--- src/rtl/ntc_average_and_interpolate_defines.svh ---
// Assertion macros shared by the thermistor averaging block.
// Every macro samples on clk and is disabled while rst_n is low.
`ifndef NTC_AVERAGE_AND_INTERPOLATE_DEFINES_SVH
`define NTC_AVERAGE_AND_INTERPOLATE_DEFINES_SVH

// The consequent must hold in the same cycle as the antecedent.
`define NTC_ASSERT_IMP(label, ante, cons, msg) \
  label: assert property (@(posedge clk) disable iff (!rst_n) (ante) |-> (cons)) \
    else $error(msg);

// The consequent must hold in the cycle after the antecedent.
`define NTC_ASSERT_NXT(label, ante, cons, msg) \
  label: assert property (@(posedge clk) disable iff (!rst_n) (ante) |=> (cons)) \
    else $error(msg);

`endif

--- src/rtl/ntc_pkg.sv ---
// Package for the thermistor averaging block: thermistor table, widths,
// job and status structs and the back-end state type. No dependencies.
package ntc_pkg;

  localparam int CHANNELS_DEF    = 2;
  localparam int AVG_LOG2_DEF    = 4;
  localparam int SAMPLE_BITS_DEF = 12;

  localparam int NTC_POINTS  = 11;
  localparam int CODE_W      = 12;
  localparam int SEG_W       = 4;
  localparam int DEN_W       = 10;
  localparam int TEMP_W      = 8;
  localparam int QUEUE_DEPTH = 2;

  localparam logic [CODE_W-1:0] NTC_FLOOR = 12'd80;

  localparam logic signed [TEMP_W-1:0] NTC_DEG [NTC_POINTS] =
    '{-8'sd20, -8'sd10, 8'sd0, 8'sd10, 8'sd20, 8'sd30, 8'sd40, 8'sd50, 8'sd60, 8'sd70,
      8'sd80};

  localparam logic [CODE_W-1:0] NTC_CODE [NTC_POINTS] =
    '{12'd2455, 12'd1922, 12'd1413, 12'd1007, 12'd688, 12'd474, 12'd322, 12'd224,
      12'd157, 12'd110, 12'd80};

  // Code span of one segment; the largest span is 533, so ten bits suffice.
  function automatic logic [DEN_W-1:0] seg_den(input logic [SEG_W-1:0] seg);
    logic [CODE_W-1:0] diff;
    diff = NTC_CODE[seg] - NTC_CODE[seg + 1'b1];
    return diff[DEN_W-1:0];
  endfunction

  typedef struct packed {
    logic             ch;
    logic             neg;
    logic [SEG_W-1:0] seg;
  } ntc_job_t;

  typedef struct packed {
    logic avg_pending;
  } ntc_front_stat_t;

  typedef struct packed {
    logic busy;
    logic load;
  } ntc_back_stat_t;

  typedef enum logic [1:0] {
    BK_IDLE,
    BK_RUN,
    BK_DONE
  } ntc_bk_state_t;

endpackage

--- src/rtl/ntc_average_and_interpolate.sv ---
// Top level of the thermistor averaging and temperature lookup block.
// Depends on ntc_pkg, ntc_front, ntc_queue, ntc_back and the defines header.

// Samples arrive tagged with a channel and are accepted at one transaction
// per clock while the front end is free. Each channel adds up 2^AVG_LOG2
// samples; the last sample of a group forms the average, clears that
// channel's sum and count, and issues one temperature result. Samples on a
// channel number at or above CHANNELS are accepted and discarded. The average
// is clamped to at least 80, placed in one of the ten segments of an
// 11-point thermistor table running from -20 C to 80 C, and interpolated
// linearly with the quotient truncated toward zero; averages above the top
// code extrapolate along the first segment. The result is an 8-bit two's
// complement temperature in degrees Celsius. A conversion occupies the back
// end from taking a job through loading its result, and the restoring
// divider produces one quotient bit per cycle of an N-bit quotient, where
// N = max(SAMPLE_BITS, 12) + 4. A two-entry job queue and a pending
// average register sit between the front and back ends, so samples keep
// flowing at one per cycle unless completed groups arrive faster than one
// per conversion time, in which case in_ready drops until the queue drains.
// The output register lets the back end carry out the next division while a
// result still waits on out_ready.
`include "ntc_average_and_interpolate_defines.svh"

module ntc_average_and_interpolate #(
  parameter int CHANNELS    = ntc_pkg::CHANNELS_DEF,
  parameter int AVG_LOG2    = ntc_pkg::AVG_LOG2_DEF,
  parameter int SAMPLE_BITS = ntc_pkg::SAMPLE_BITS_DEF
) (
  input  logic                              clk,
  input  logic                              rst_n,
  input  logic                              in_valid,
  output logic                              in_ready,
  input  logic                              in_channel,
  input  logic [SAMPLE_BITS-1:0]            in_sample,
  output logic                              out_valid,
  input  logic                              out_ready,
  output logic                              out_channel,
  output logic signed [ntc_pkg::TEMP_W-1:0] out_temperature
);

  // Width of the comparison path and of the scaled dividend.
  localparam int V_W   = (SAMPLE_BITS > ntc_pkg::CODE_W) ? SAMPLE_BITS : ntc_pkg::CODE_W;
  localparam int N_W   = V_W + 4;
  localparam int JOB_W = $bits(ntc_pkg::ntc_job_t) + N_W;

  logic                     push, push_ready;
  logic                     pop, pop_valid;
  ntc_pkg::ntc_job_t        wr_job, rd_job;
  logic [N_W-1:0]           wr_n, rd_n;
  logic [JOB_W-1:0]         rd_data;
  ntc_pkg::ntc_front_stat_t fr_stat;
  ntc_pkg::ntc_back_stat_t  bk_stat;

  // The front end accumulates samples and classifies each finished average.
  ntc_front #(
    .CHANNELS    (CHANNELS),
    .AVG_LOG2    (AVG_LOG2),
    .SAMPLE_BITS (SAMPLE_BITS)
  ) u_front (
    .clk        (clk),
    .rst_n      (rst_n),
    .in_valid   (in_valid),
    .in_ready   (in_ready),
    .in_channel (in_channel),
    .in_sample  (in_sample),
    .q_push     (push),
    .q_ready    (push_ready),
    .q_job      (wr_job),
    .q_n        (wr_n),
    .stat       (fr_stat)
  );

  // The queue decouples classification from the multi-cycle division.
  ntc_queue #(
    .WIDTH (JOB_W),
    .DEPTH (ntc_pkg::QUEUE_DEPTH)
  ) u_queue (
    .clk        (clk),
    .rst_n      (rst_n),
    .push       (push),
    .push_ready (push_ready),
    .wr_data    ({wr_job, wr_n}),
    .pop        (pop),
    .pop_valid  (pop_valid),
    .rd_data    (rd_data)
  );

  assign {rd_job, rd_n} = rd_data;

  // The back end divides, applies the segment's base temperature and holds
  // the result until it is taken.
  ntc_back #(
    .N_W (N_W)
  ) u_back (
    .clk             (clk),
    .rst_n           (rst_n),
    .q_valid         (pop_valid),
    .q_pop           (pop),
    .q_job           (rd_job),
    .q_n             (rd_n),
    .out_valid       (out_valid),
    .out_ready       (out_ready),
    .out_channel     (out_channel),
    .out_temperature (out_temperature),
    .stat            (bk_stat)
  );

  // A job taken from the queue keeps the back end busy in the next cycle.
  `NTC_ASSERT_NXT(a_pop_starts_work, pop, bk_stat.busy, "back end idle after taking a job")
  // A result only appears after the back end has loaded the output register.
  `NTC_ASSERT_IMP(a_result_from_load, $rose(out_valid), $past(bk_stat.load),
                  "result appeared without a load")
  // The input stalls only while an average waits for room in the queue.
  `NTC_ASSERT_IMP(a_stall_cause, !in_ready, fr_stat.avg_pending && !push_ready,
                  "input stalled without a pending average and a full queue")

endmodule

--- src/rtl/ntc_front.sv ---
// Front end: per-channel accumulation, averaging and segment classification.
// Depends on ntc_pkg; feeds jobs into ntc_queue.
module ntc_front #(
  parameter int CHANNELS    = ntc_pkg::CHANNELS_DEF,
  parameter int AVG_LOG2    = ntc_pkg::AVG_LOG2_DEF,
  parameter int SAMPLE_BITS = ntc_pkg::SAMPLE_BITS_DEF,
  localparam int V_W        = (SAMPLE_BITS > ntc_pkg::CODE_W) ? SAMPLE_BITS : ntc_pkg::CODE_W,
  localparam int N_W        = V_W + 4
) (
  input  logic                     clk,
  input  logic                     rst_n,
  input  logic                     in_valid,
  output logic                     in_ready,
  input  logic                     in_channel,
  input  logic [SAMPLE_BITS-1:0]   in_sample,
  output logic                     q_push,
  input  logic                     q_ready,
  output ntc_pkg::ntc_job_t        q_job,
  output logic [N_W-1:0]           q_n,
  output ntc_pkg::ntc_front_stat_t stat
);

  localparam int SUM_W = SAMPLE_BITS + AVG_LOG2;
  localparam int CH_W  = (CHANNELS > 1) ? $clog2(CHANNELS) : 1;

  logic [SUM_W-1:0]       sum_r [CHANNELS];
  logic [SUM_W-1:0]       sum_nxt [CHANNELS];
  logic [AVG_LOG2-1:0]    cnt_r [CHANNELS];
  logic [AVG_LOG2-1:0]    cnt_nxt [CHANNELS];
  logic [SAMPLE_BITS-1:0] avg_r, avg_nxt;
  logic                   avg_vld_r, avg_vld_nxt;
  logic                   avg_ch_r, avg_ch_nxt;

  logic                   accept;
  logic                   ch_ok;
  logic [CH_W-1:0]        idx;
  logic [SUM_W-1:0]       sum_add;

  logic [V_W-1:0]              v;
  logic [V_W-1:0]              code_seg;
  logic [V_W-1:0]              a;
  logic [ntc_pkg::SEG_W-1:0]   seg;
  logic                        neg;

  assign q_push   = avg_vld_r && q_ready;
  assign in_ready = !avg_vld_r || q_push;
  assign accept   = in_valid && in_ready;
  assign ch_ok    = int'(in_channel) < CHANNELS;
  assign idx      = CH_W'(in_channel);
  assign sum_add  = sum_r[idx] + SUM_W'(in_sample);
  assign stat.avg_pending = avg_vld_r;

  always_comb begin
    sum_nxt     = sum_r;
    cnt_nxt     = cnt_r;
    avg_nxt     = avg_r;
    avg_ch_nxt  = avg_ch_r;
    avg_vld_nxt = avg_vld_r && !q_push;
    if (accept && ch_ok) begin
      if (cnt_r[idx] == {AVG_LOG2{1'b1}}) begin
        // Last sample of the group: form the average and restart the group.
        sum_nxt[idx] = '0;
        cnt_nxt[idx] = '0;
        avg_nxt      = sum_add[SUM_W-1:AVG_LOG2];
        avg_ch_nxt   = in_channel;
        avg_vld_nxt  = 1'b1;
      end else begin
        sum_nxt[idx] = sum_add;
        cnt_nxt[idx] = cnt_r[idx] + 1'b1;
      end
    end
  end

  always_ff @(posedge clk) begin
    if (!rst_n) begin
      for (int k = 0; k < CHANNELS; k++) begin
        sum_r[k] <= '0;
        cnt_r[k] <= '0;
      end
      avg_vld_r <= 1'b0;
    end else begin
      sum_r     <= sum_nxt;
      cnt_r     <= cnt_nxt;
      avg_vld_r <= avg_vld_nxt;
    end
    avg_r    <= avg_nxt;
    avg_ch_r <= avg_ch_nxt;
  end

  // Classification: clamp, pick the first segment whose lower code is at or
  // below the average, and form ten times the distance from its upper code.
  always_comb begin
    v = V_W'(avg_r);
    if (v < V_W'(ntc_pkg::NTC_FLOOR)) begin
      v = V_W'(ntc_pkg::NTC_FLOOR);
    end
    seg = ntc_pkg::SEG_W'(ntc_pkg::NTC_POINTS - 2);
    for (int i = ntc_pkg::NTC_POINTS - 2; i >= 0; i--) begin
      if (v >= V_W'(ntc_pkg::NTC_CODE[i + 1])) begin
        seg = ntc_pkg::SEG_W'(i);
      end
    end
    code_seg = V_W'(ntc_pkg::NTC_CODE[seg]);
    neg      = v > code_seg;
    a        = neg ? (v - code_seg) : (code_seg - v);
  end

  assign q_n       = (N_W'(a) << 3) + (N_W'(a) << 1);
  assign q_job.ch  = avg_ch_r;
  assign q_job.neg = neg;
  assign q_job.seg = seg;

endmodule

--- src/rtl/ntc_queue.sv ---
// Short first-in first-out queue of jobs between the front and back ends.
// Depends on nothing; the payload is a flat vector.
module ntc_queue #(
  parameter int WIDTH = 8,
  parameter int DEPTH = 2
) (
  input  logic             clk,
  input  logic             rst_n,
  input  logic             push,
  output logic             push_ready,
  input  logic [WIDTH-1:0] wr_data,
  input  logic             pop,
  output logic             pop_valid,
  output logic [WIDTH-1:0] rd_data
);

  localparam int PTR_W = (DEPTH > 1) ? $clog2(DEPTH) : 1;
  localparam int CNT_W = $clog2(DEPTH + 1);

  logic [WIDTH-1:0] mem_r [DEPTH];
  logic [PTR_W-1:0] wr_ptr_r, wr_ptr_nxt;
  logic [PTR_W-1:0] rd_ptr_r, rd_ptr_nxt;
  logic [CNT_W-1:0] count_r, count_nxt;
  logic             do_push, do_pop;

  assign push_ready = count_r != CNT_W'(DEPTH);
  assign pop_valid  = count_r != '0;
  assign do_push    = push && push_ready;
  assign do_pop     = pop && pop_valid;
  assign rd_data    = mem_r[rd_ptr_r];

  always_comb begin
    wr_ptr_nxt = wr_ptr_r;
    rd_ptr_nxt = rd_ptr_r;
    count_nxt  = count_r;
    if (do_push) begin
      wr_ptr_nxt = (wr_ptr_r == PTR_W'(DEPTH - 1)) ? '0 : wr_ptr_r + 1'b1;
    end
    if (do_pop) begin
      rd_ptr_nxt = (rd_ptr_r == PTR_W'(DEPTH - 1)) ? '0 : rd_ptr_r + 1'b1;
    end
    if (do_push && !do_pop) begin
      count_nxt = count_r + 1'b1;
    end else if (do_pop && !do_push) begin
      count_nxt = count_r - 1'b1;
    end
  end

  always_ff @(posedge clk) begin
    if (!rst_n) begin
      wr_ptr_r <= '0;
      rd_ptr_r <= '0;
      count_r  <= '0;
    end else begin
      wr_ptr_r <= wr_ptr_nxt;
      rd_ptr_r <= rd_ptr_nxt;
      count_r  <= count_nxt;
    end
    if (do_push) begin
      mem_r[wr_ptr_r] <= wr_data;
    end
  end

endmodule

--- src/rtl/ntc_back.sv ---
// Back end: restoring divider, one quotient bit per cycle, and output register.
// Depends on ntc_pkg; takes jobs from ntc_queue.
module ntc_back #(
  parameter int N_W = 16
) (
  input  logic                              clk,
  input  logic                              rst_n,
  input  logic                              q_valid,
  output logic                              q_pop,
  input  ntc_pkg::ntc_job_t                 q_job,
  input  logic [N_W-1:0]                    q_n,
  output logic                              out_valid,
  input  logic                              out_ready,
  output logic                              out_channel,
  output logic signed [ntc_pkg::TEMP_W-1:0] out_temperature,
  output ntc_pkg::ntc_back_stat_t           stat
);

  localparam int CNT_W = $clog2(N_W);
  localparam int R_W   = N_W + 1;
  localparam int D_W   = ntc_pkg::DEN_W;

  ntc_pkg::ntc_bk_state_t state_r, state_nxt;
  ntc_pkg::ntc_job_t      job_r, job_nxt;
  logic [N_W-1:0]         quo_r, quo_nxt;
  logic [D_W-1:0]         rem_r, rem_nxt;
  logic [CNT_W-1:0]       cnt_r, cnt_nxt;
  logic                   out_valid_r, out_valid_nxt;
  logic                   out_ch_r, out_ch_nxt;
  logic [ntc_pkg::TEMP_W-1:0] out_temp_r, out_temp_nxt;

  logic                   pop, step, load, last;
  logic [D_W-1:0]         den;
  logic [D_W:0]           rem_sh;
  logic                   ge;
  logic signed [R_W-1:0]  deg_x, quo_x, res;

  assign den    = ntc_pkg::seg_den(job_r.seg);
  assign rem_sh = {rem_r, quo_r[N_W-1]};
  assign ge     = rem_sh >= {1'b0, den};
  assign last   = cnt_r == CNT_W'(N_W - 1);
  assign deg_x  = R_W'(ntc_pkg::NTC_DEG[job_r.seg]);
  assign quo_x  = signed'({1'b0, quo_r});
  assign res    = job_r.neg ? (deg_x - quo_x) : (deg_x + quo_x);

  // Next state.
  always_comb begin
    state_nxt = state_r;
    case (state_r)
      ntc_pkg::BK_IDLE: begin
        if (q_valid) begin
          state_nxt = ntc_pkg::BK_RUN;
        end
      end
      ntc_pkg::BK_RUN: begin
        if (last) begin
          state_nxt = ntc_pkg::BK_DONE;
        end
      end
      ntc_pkg::BK_DONE: begin
        if (!out_valid_r || out_ready) begin
          state_nxt = ntc_pkg::BK_IDLE;
        end
      end
      default: state_nxt = ntc_pkg::BK_IDLE;
    endcase
  end

  // Control outputs of the sequencer.
  always_comb begin
    pop  = 1'b0;
    step = 1'b0;
    load = 1'b0;
    case (state_r)
      ntc_pkg::BK_IDLE: pop  = q_valid;
      ntc_pkg::BK_RUN:  step = 1'b1;
      ntc_pkg::BK_DONE: load = !out_valid_r || out_ready;
      default: ;
    endcase
  end

  always_comb begin
    job_nxt       = job_r;
    quo_nxt       = quo_r;
    rem_nxt       = rem_r;
    cnt_nxt       = cnt_r;
    out_ch_nxt    = out_ch_r;
    out_temp_nxt  = out_temp_r;
    out_valid_nxt = out_valid_r && !out_ready;
    if (pop) begin
      job_nxt = q_job;
      quo_nxt = q_n;
      rem_nxt = '0;
      cnt_nxt = '0;
    end
    if (step) begin
      rem_nxt = ge ? D_W'(rem_sh - {1'b0, den}) : rem_sh[D_W-1:0];
      quo_nxt = {quo_r[N_W-2:0], ge};
      cnt_nxt = cnt_r + 1'b1;
    end
    if (load) begin
      out_ch_nxt    = job_r.ch;
      out_temp_nxt  = res[ntc_pkg::TEMP_W-1:0];
      out_valid_nxt = 1'b1;
    end
  end

  always_ff @(posedge clk) begin
    if (!rst_n) begin
      state_r     <= ntc_pkg::BK_IDLE;
      out_valid_r <= 1'b0;
    end else begin
      state_r     <= state_nxt;
      out_valid_r <= out_valid_nxt;
    end
    job_r      <= job_nxt;
    quo_r      <= quo_nxt;
    rem_r      <= rem_nxt;
    cnt_r      <= cnt_nxt;
    out_ch_r   <= out_ch_nxt;
    out_temp_r <= out_temp_nxt;
  end

  assign q_pop           = pop;
  assign out_valid       = out_valid_r;
  assign out_channel     = out_ch_r;
  assign out_temperature = signed'(out_temp_r);
  assign stat.busy       = state_r != ntc_pkg::BK_IDLE;
  assign stat.load       = load;

endmodule
--- config.mk ---
export PLATFORM = sky130hd
export DESIGN_NAME = ntc_average_and_interpolate
export DESIGN_NICKNAME = d
export VERILOG_FILES = /design/src/rtl/ntc_pkg.sv /design/src/rtl/ntc_average_and_interpolate.sv /design/src/rtl/ntc_front.sv /design/src/rtl/ntc_queue.sv /design/src/rtl/ntc_back.sv
export VERILOG_INCLUDE_DIRS = /design/src /design/src/rtl
export SDC_FILE = /design/constraint.sdc
export NUM_CORES = 1
export LEC_CHECK = 0
export ABC_CLOCK_PERIOD_IN_PS = 8300
export BUFFER_PORTS_ARGS = -buffer_cell sky130_fd_sc_hd__buf_2
export CAP_MARGIN = 10
export CELL_PAD_IN_SITES_DETAIL_PLACEMENT = 1
export CELL_PAD_IN_SITES_GLOBAL_PLACEMENT = 1
export CORE_ASPECT_RATIO = 0.75
export CORE_MARGIN = 4
export CORE_UTILIZATION = 50
export DETAILED_ROUTE_END_ITERATION = 8
export HOLD_SLACK_MARGIN = 0.03
export PLACE_DENSITY = 0.79
export SYNTH_ARGS = -nofsm -noshare
export SYNTH_HDL_FRONTEND = slang
export SYNTH_HIERARCHICAL = 1
export SYNTH_SLANG_ARGS = --single-unit
export TNS_END_PERCENT = 20
--- constraint.sdc ---
create_clock -name clk -period 8.3 [get_ports clk]
set_clock_uncertainty 0.2 [all_clocks]
set_input_delay 0 -clock clk [delete_from_list [all_inputs] [get_ports clk]]
set_output_delay 0 -clock clk [all_outputs]
set_load 0.05 [all_outputs]
# Yosys cells after proc, flatten, opt, wreduce, memory -nomap -nowiden
# Memories as Yosys holds them, arrays and structs flattened. A register that Yosys moved wholly into a read port is not among the register bits.
# Cells that the tools add are included.
[classes]
bitwise = 8
magnitude_cmp = 17
n_reduce_logical = 23
addsub = 15
eq_ne = 8
mux = 59
[ops]
columns = ["op", "count"]
rows = [
  ["$mux 16", 6],
  ["$mux 10", 7],
  ["$mux 4", 14],
  ["$mux 12", 4],
  ["$and 32x32->32", 1],
  ["$bwmux 32", 1],
  ["$mux 32", 1],
  ["$mux 8", 4],
  ["$not 32->32", 1],
  ["$ge 12x10->1 const B", 2],
  ["$ge 12x11->1 const B", 2],
  ["$ge 12x8->1 const B", 2],
  ["$ge 12x9->1 const B", 2],
  ["$sub 12x12->12", 2],
  ["$sub 10x10->10", 2],
  ["$add 15x13->16", 1],
  ["$add 16x12->16", 1],
  ["$demux 16 s1", 1],
  ["$ge 5x5->1 const B", 3],
  ["$not 4->5", 3],
  ["$mux 1", 13],
  ["$add 4x1->4 const B", 3],
  ["$ge 12x7->1 const B", 1],
  ["$gt 12x12->1", 1],
  ["28 further kinds", 52],
]
[word_totals]
ramBits = 44
register_bits = 106
input_bits = 17
rom_bits = 704
wordCells = 155
n_memories = 5
[mem_list]
columns = ["memory", "words", "word_bits", "rd", "rd_clocked_by_memory_dff", "wr", "line", "source"]
rows = [
  ["(no name shown)", 16, 12, 1, 0, 0, "ntc_pkg.sv:29", "diff = NTC_CODE[seg] - NTC_CODE[seg + 1'b1];"],
  ["(no name shown)", 16, 12, 1, 0, 0, "ntc_pkg.sv:29", ""],
  ["(no name shown)", 16, 12, 1, 0, 0, "ntc_front.sv:103", "code_seg = V_W'(ntc_pkg::NTC_CODE[seg]);"],
  ["(no name shown)", 16, 8, 1, 0, 0, "ntc_back.sv:42", "assign deg_x = R_W'(ntc_pkg::NTC_DEG[job_r.seg]);"],
  ["u_queue.mem_r", 2, 22, 1, 1, 1, "ntc_queue.sv:20", "logic [WIDTH-1:0] mem_r [DEPTH];"],
]

# Logic depth before layout (Yosys ltp)
[logic_depth]
ltp_word = 19
mapped_depth = 31

# By module
# The synthesis kept the hierarchy.
[by_module_without_submodules]
columns = ["module", "instances", "seq_area_each_um2", "cells_each", "area_each_um2"]
rows = [
  ["ntc_front", 1, 1211.2, 618, 4991.0],
  ["ntc_back", 1, 1411.4, 422, 3883.7],
  ["ntc_queue", 1, 1421.4, 92, 1821.7],
]

# Least setup slack after synthesis
# OpenSTA, ideal clock, no wires.
[synth_path]
path_type = "register -> register"
start = "reg u_front.avg_r[2]"
end = "mem u_queue/mem_r[0][13] in the netlist's numbering (data pin)"
period_less_slack_ns = 6.326
arrival_time_ns = 5.851
required_time_ns = 7.825
setup_ns = 0.275
setup_slack_ns = 1.974
path_stages_with_launch = 31
path_cell_list = "edfxtp_1 -> or2_2 -> o41a_1 -> o21ai_0 -> o211ai_1 -> o211ai_1 -> nor2b_1 -> o21bai_1 -> ha_1 -> a21oi_1 -> nor2b_1 -> ha_1 -> inv_1 -> fa_1 -> a211oi_2 -> o21a_1 -> o21bai_2 -> nand2_2 -> inv_2 -> buf_6 -> mux2i_1 -> xnor2_1 -> ha_1 -> fa_1 -> a21o_1 -> a21oi_1 -> o21bai_1 -> a21oi_1 -> o21ai_0 -> a31oi_1 -> xor2_1"
[synth_rtl]
columns = ["element", "line", "source"]
rows = [
  ["start, declared", "ntc_front.sv:30", "logic [SAMPLE_BITS-1:0] avg_r, avg_nxt;"],
  ["start signal, assigned", "ntc_front.sv:86", "avg_r <= avg_nxt;"],
  ["end, declared", "ntc_queue.sv:20", ""],
]

==> flow_summary.toml <==
[pwr]
power_leakage_uw = 0.00478
p_per_area_nw_per_um2 = 144
irDropWorstVdd_mv = 0.106

[routing]
ant_nets = 0
firstDrtPassIters = 5
wl_per_cell_um = 20.6
via_per_inst = 5.99
drc = 0
via_count = 8691
drt-total-wl_mm = 29.9
drtIter0Drc = 766

[cells_and_area]
finish.net_count = 1268
drive_gt1_share_pct = 11.8
n_antenna_cell = 0
area_delta_synth_final_pct = 9.83
fin_util_pct = 55.7

[placement]
port_buffers = 27
place.gp.congestion = 0.879
hpwl_mm = 21.9

[worst_hold_path]
hold_depth = 6
hold_class = "in -> reg"

[grt]
grt_overflow = 0
antenna_found_initial = 2
grt_first_pass_wirelength_mm = 48.3
track_usage_pct = 25.7
grt_max_degree = 38
grt_pass1_vias = 8771

[synthesis]
synth_cells = 1131
netlist_area_um2 = 10700
synth_fp_nets = 1249
ys_warn_count = 6
synth.avg_cell_area_um2 = 9.45

[floorplan]
die_w_um = 177
dieArea_um2 = 23800
pin_count = 28
fp.dieH_um = 135
core_area_um2 = 21100
initial_utilization_pct = 50.7
rows = 46

[timing]
fin_tns_setup_ps = 0
worstMarginPinSlew_ps = 1200
slew_violations = 0
fin_crit_ps = 7700
grt_setup_unrepaired = "false"
fin_crit_sh_pct = 92.8
max_freq_mhz = 130
setup_violations = 0
hold_viol_final = 0
maxSlewHeadroom_pct = 19.8

[critical_path]
critPathMaxFanout = 12
cp-start-kind = "flip-flop"
worstPathArrival_ps = 7660
ff2ff_path_depth = 27
required_ps = 8260
crit_type = "reg -> reg"
endpoint_kind = "flip-flop"
cpMostUsedCell = "a21oi_1"
cp_slowest_stage_delay_ps = 510
crit_slowest_cell = "nor4_1"

[cts]
cts_root_buffer = "clkbuf_16"
worstSkewPairLatency_ps = 440
cts_tree = "built"
postCtsSetupBuffers = 0
cts_made_buffers = 17
htree_levels = 4
cts_sinks = 151
cts_buffer_depth = 2
clk_pin_slew_worst_paths_ps = 60

[status]
run_status = "complete, no violations"

[run]
maxCapViolCount = 0
[power by group]
group / internal [uW] / leakage, uW / switching [uW]
registers: 806 / 0.00132 / 5.34
logic: 48.3 / 0.00317 / 70.8
clock network: 411 / 0.000288 / 348
[worst max-delay path, delay by kind of cell, from the launching register on]
family / cells / cell delay [ps]
AO/OA/AOI/OAI: 13 / 2700
flip-flops: 1 / 500
buffers and inverters: 1 / 260
multiplexers: 1 / 260
adder cells (fa/ha/maj): 4 / 1340
XOR/XNOR: 2 / 250
AND/OR/NAND/NOR: 6 / 1890
[flip-flops by register name, indices dropped and copies added, names as in the netlist, named ones only]
| signal | count |
|---|---|
| u_front/stat | 1 |
| u_back/out_temperature | 8 |
| u_front/avg_ch_r | 1 |
| u_back/rem_r | 10 |
| u_back/quo_r | 16 |
| u_back/out_valid | 1 |
| u_queue/rd_ptr_r | 1 |
| u_back/cnt_r | 4 |
| u_front/cnt_r | 8 |
| u_front/avg_r | 12 |
| u_back/out_channel | 1 |
| u_queue/count_r | 2 |
| u_queue/mem_r | 44 |
| u_back/job_r | 6 |
| u_queue/wr_ptr_r | 1 |
| u_back/state_r | 2 |
| u_front/sum_r | 32 |
[path summary, 6_finish.rpt]
kind / from / end / slack (ps)
max: u_front/avg_r[8] / u_queue/mem_r[0][13] / 600
min: in_sample[8] / u_front/sum_r[26] / 50
max reg2reg: u_front/avg_r[8] / u_queue/mem_r[0][13] / 600
min reg2reg: u_front/sum_r[0] / u_front/sum_r[0] / 250
[per-layer routing]
metal | global-route usage [%] | vias up | wire, um
li1 | - | 4129 | -
met1 | 38.5 | 4326 | 14800
met2 | 39.0 | 210 | 13300
met3 | 4.62 | 24 | 1490
met4 | 5.46 | 2 | 301
met5 | 0 | - | 13
[placed cells by master (no fill, tap or decap), drive strengths merged, types with 16 or more instances in the layout]
cell and count:
a21o 21, a21oi 87, and2 23, buf 33, clkbuf 19, dfxtp 49
dlygate4sd3 17, edfxtp 102, ha 93, inv 74, mux2 42, nand2 111
nand2b 16, nand3 33, nor2 68, nor3 18, o21ai 67, o21bai 18
xnor2 36, xor2 27
[metrics by stage]
step	hold slack, ps	worst slack [ps]	total power (uW)	cells	cell area [um2]
6_report	53.7	601	1690	1451	11700
3_5_place_dp	169	909	936	1402	11000
3_3_place_gp	161	1280	932	1402	11000
2_1_floorplan	-101	1970	905	1131	10700
5_1_grt	75.5	50.6	1750	1451	11700
4_1_cts	43.1	807	1700	1451	11700
[area by class of cell]
| type | count | area [um2] |
|---|---|---|
| inverters | 68 | 255 |
| repair buffers | 50 | 350 |
| multi-input cells | 862 | 6160 |
| clock inverters | 13 | 113 |
| well taps | 288 | 360 |
| fillers | 2384 | 9330 |
| flip-flops and latches | 151 | 4040 |
| clock buffers | 19 | 455 |
[repair_timing]
action	CTS	global route
hold buffers	17	0
endpoints found under the setup margin	0	0
endpoints found under the hold margin	40	0
gates resized for setup	0	0
Power figures use the tool's default switching activity.
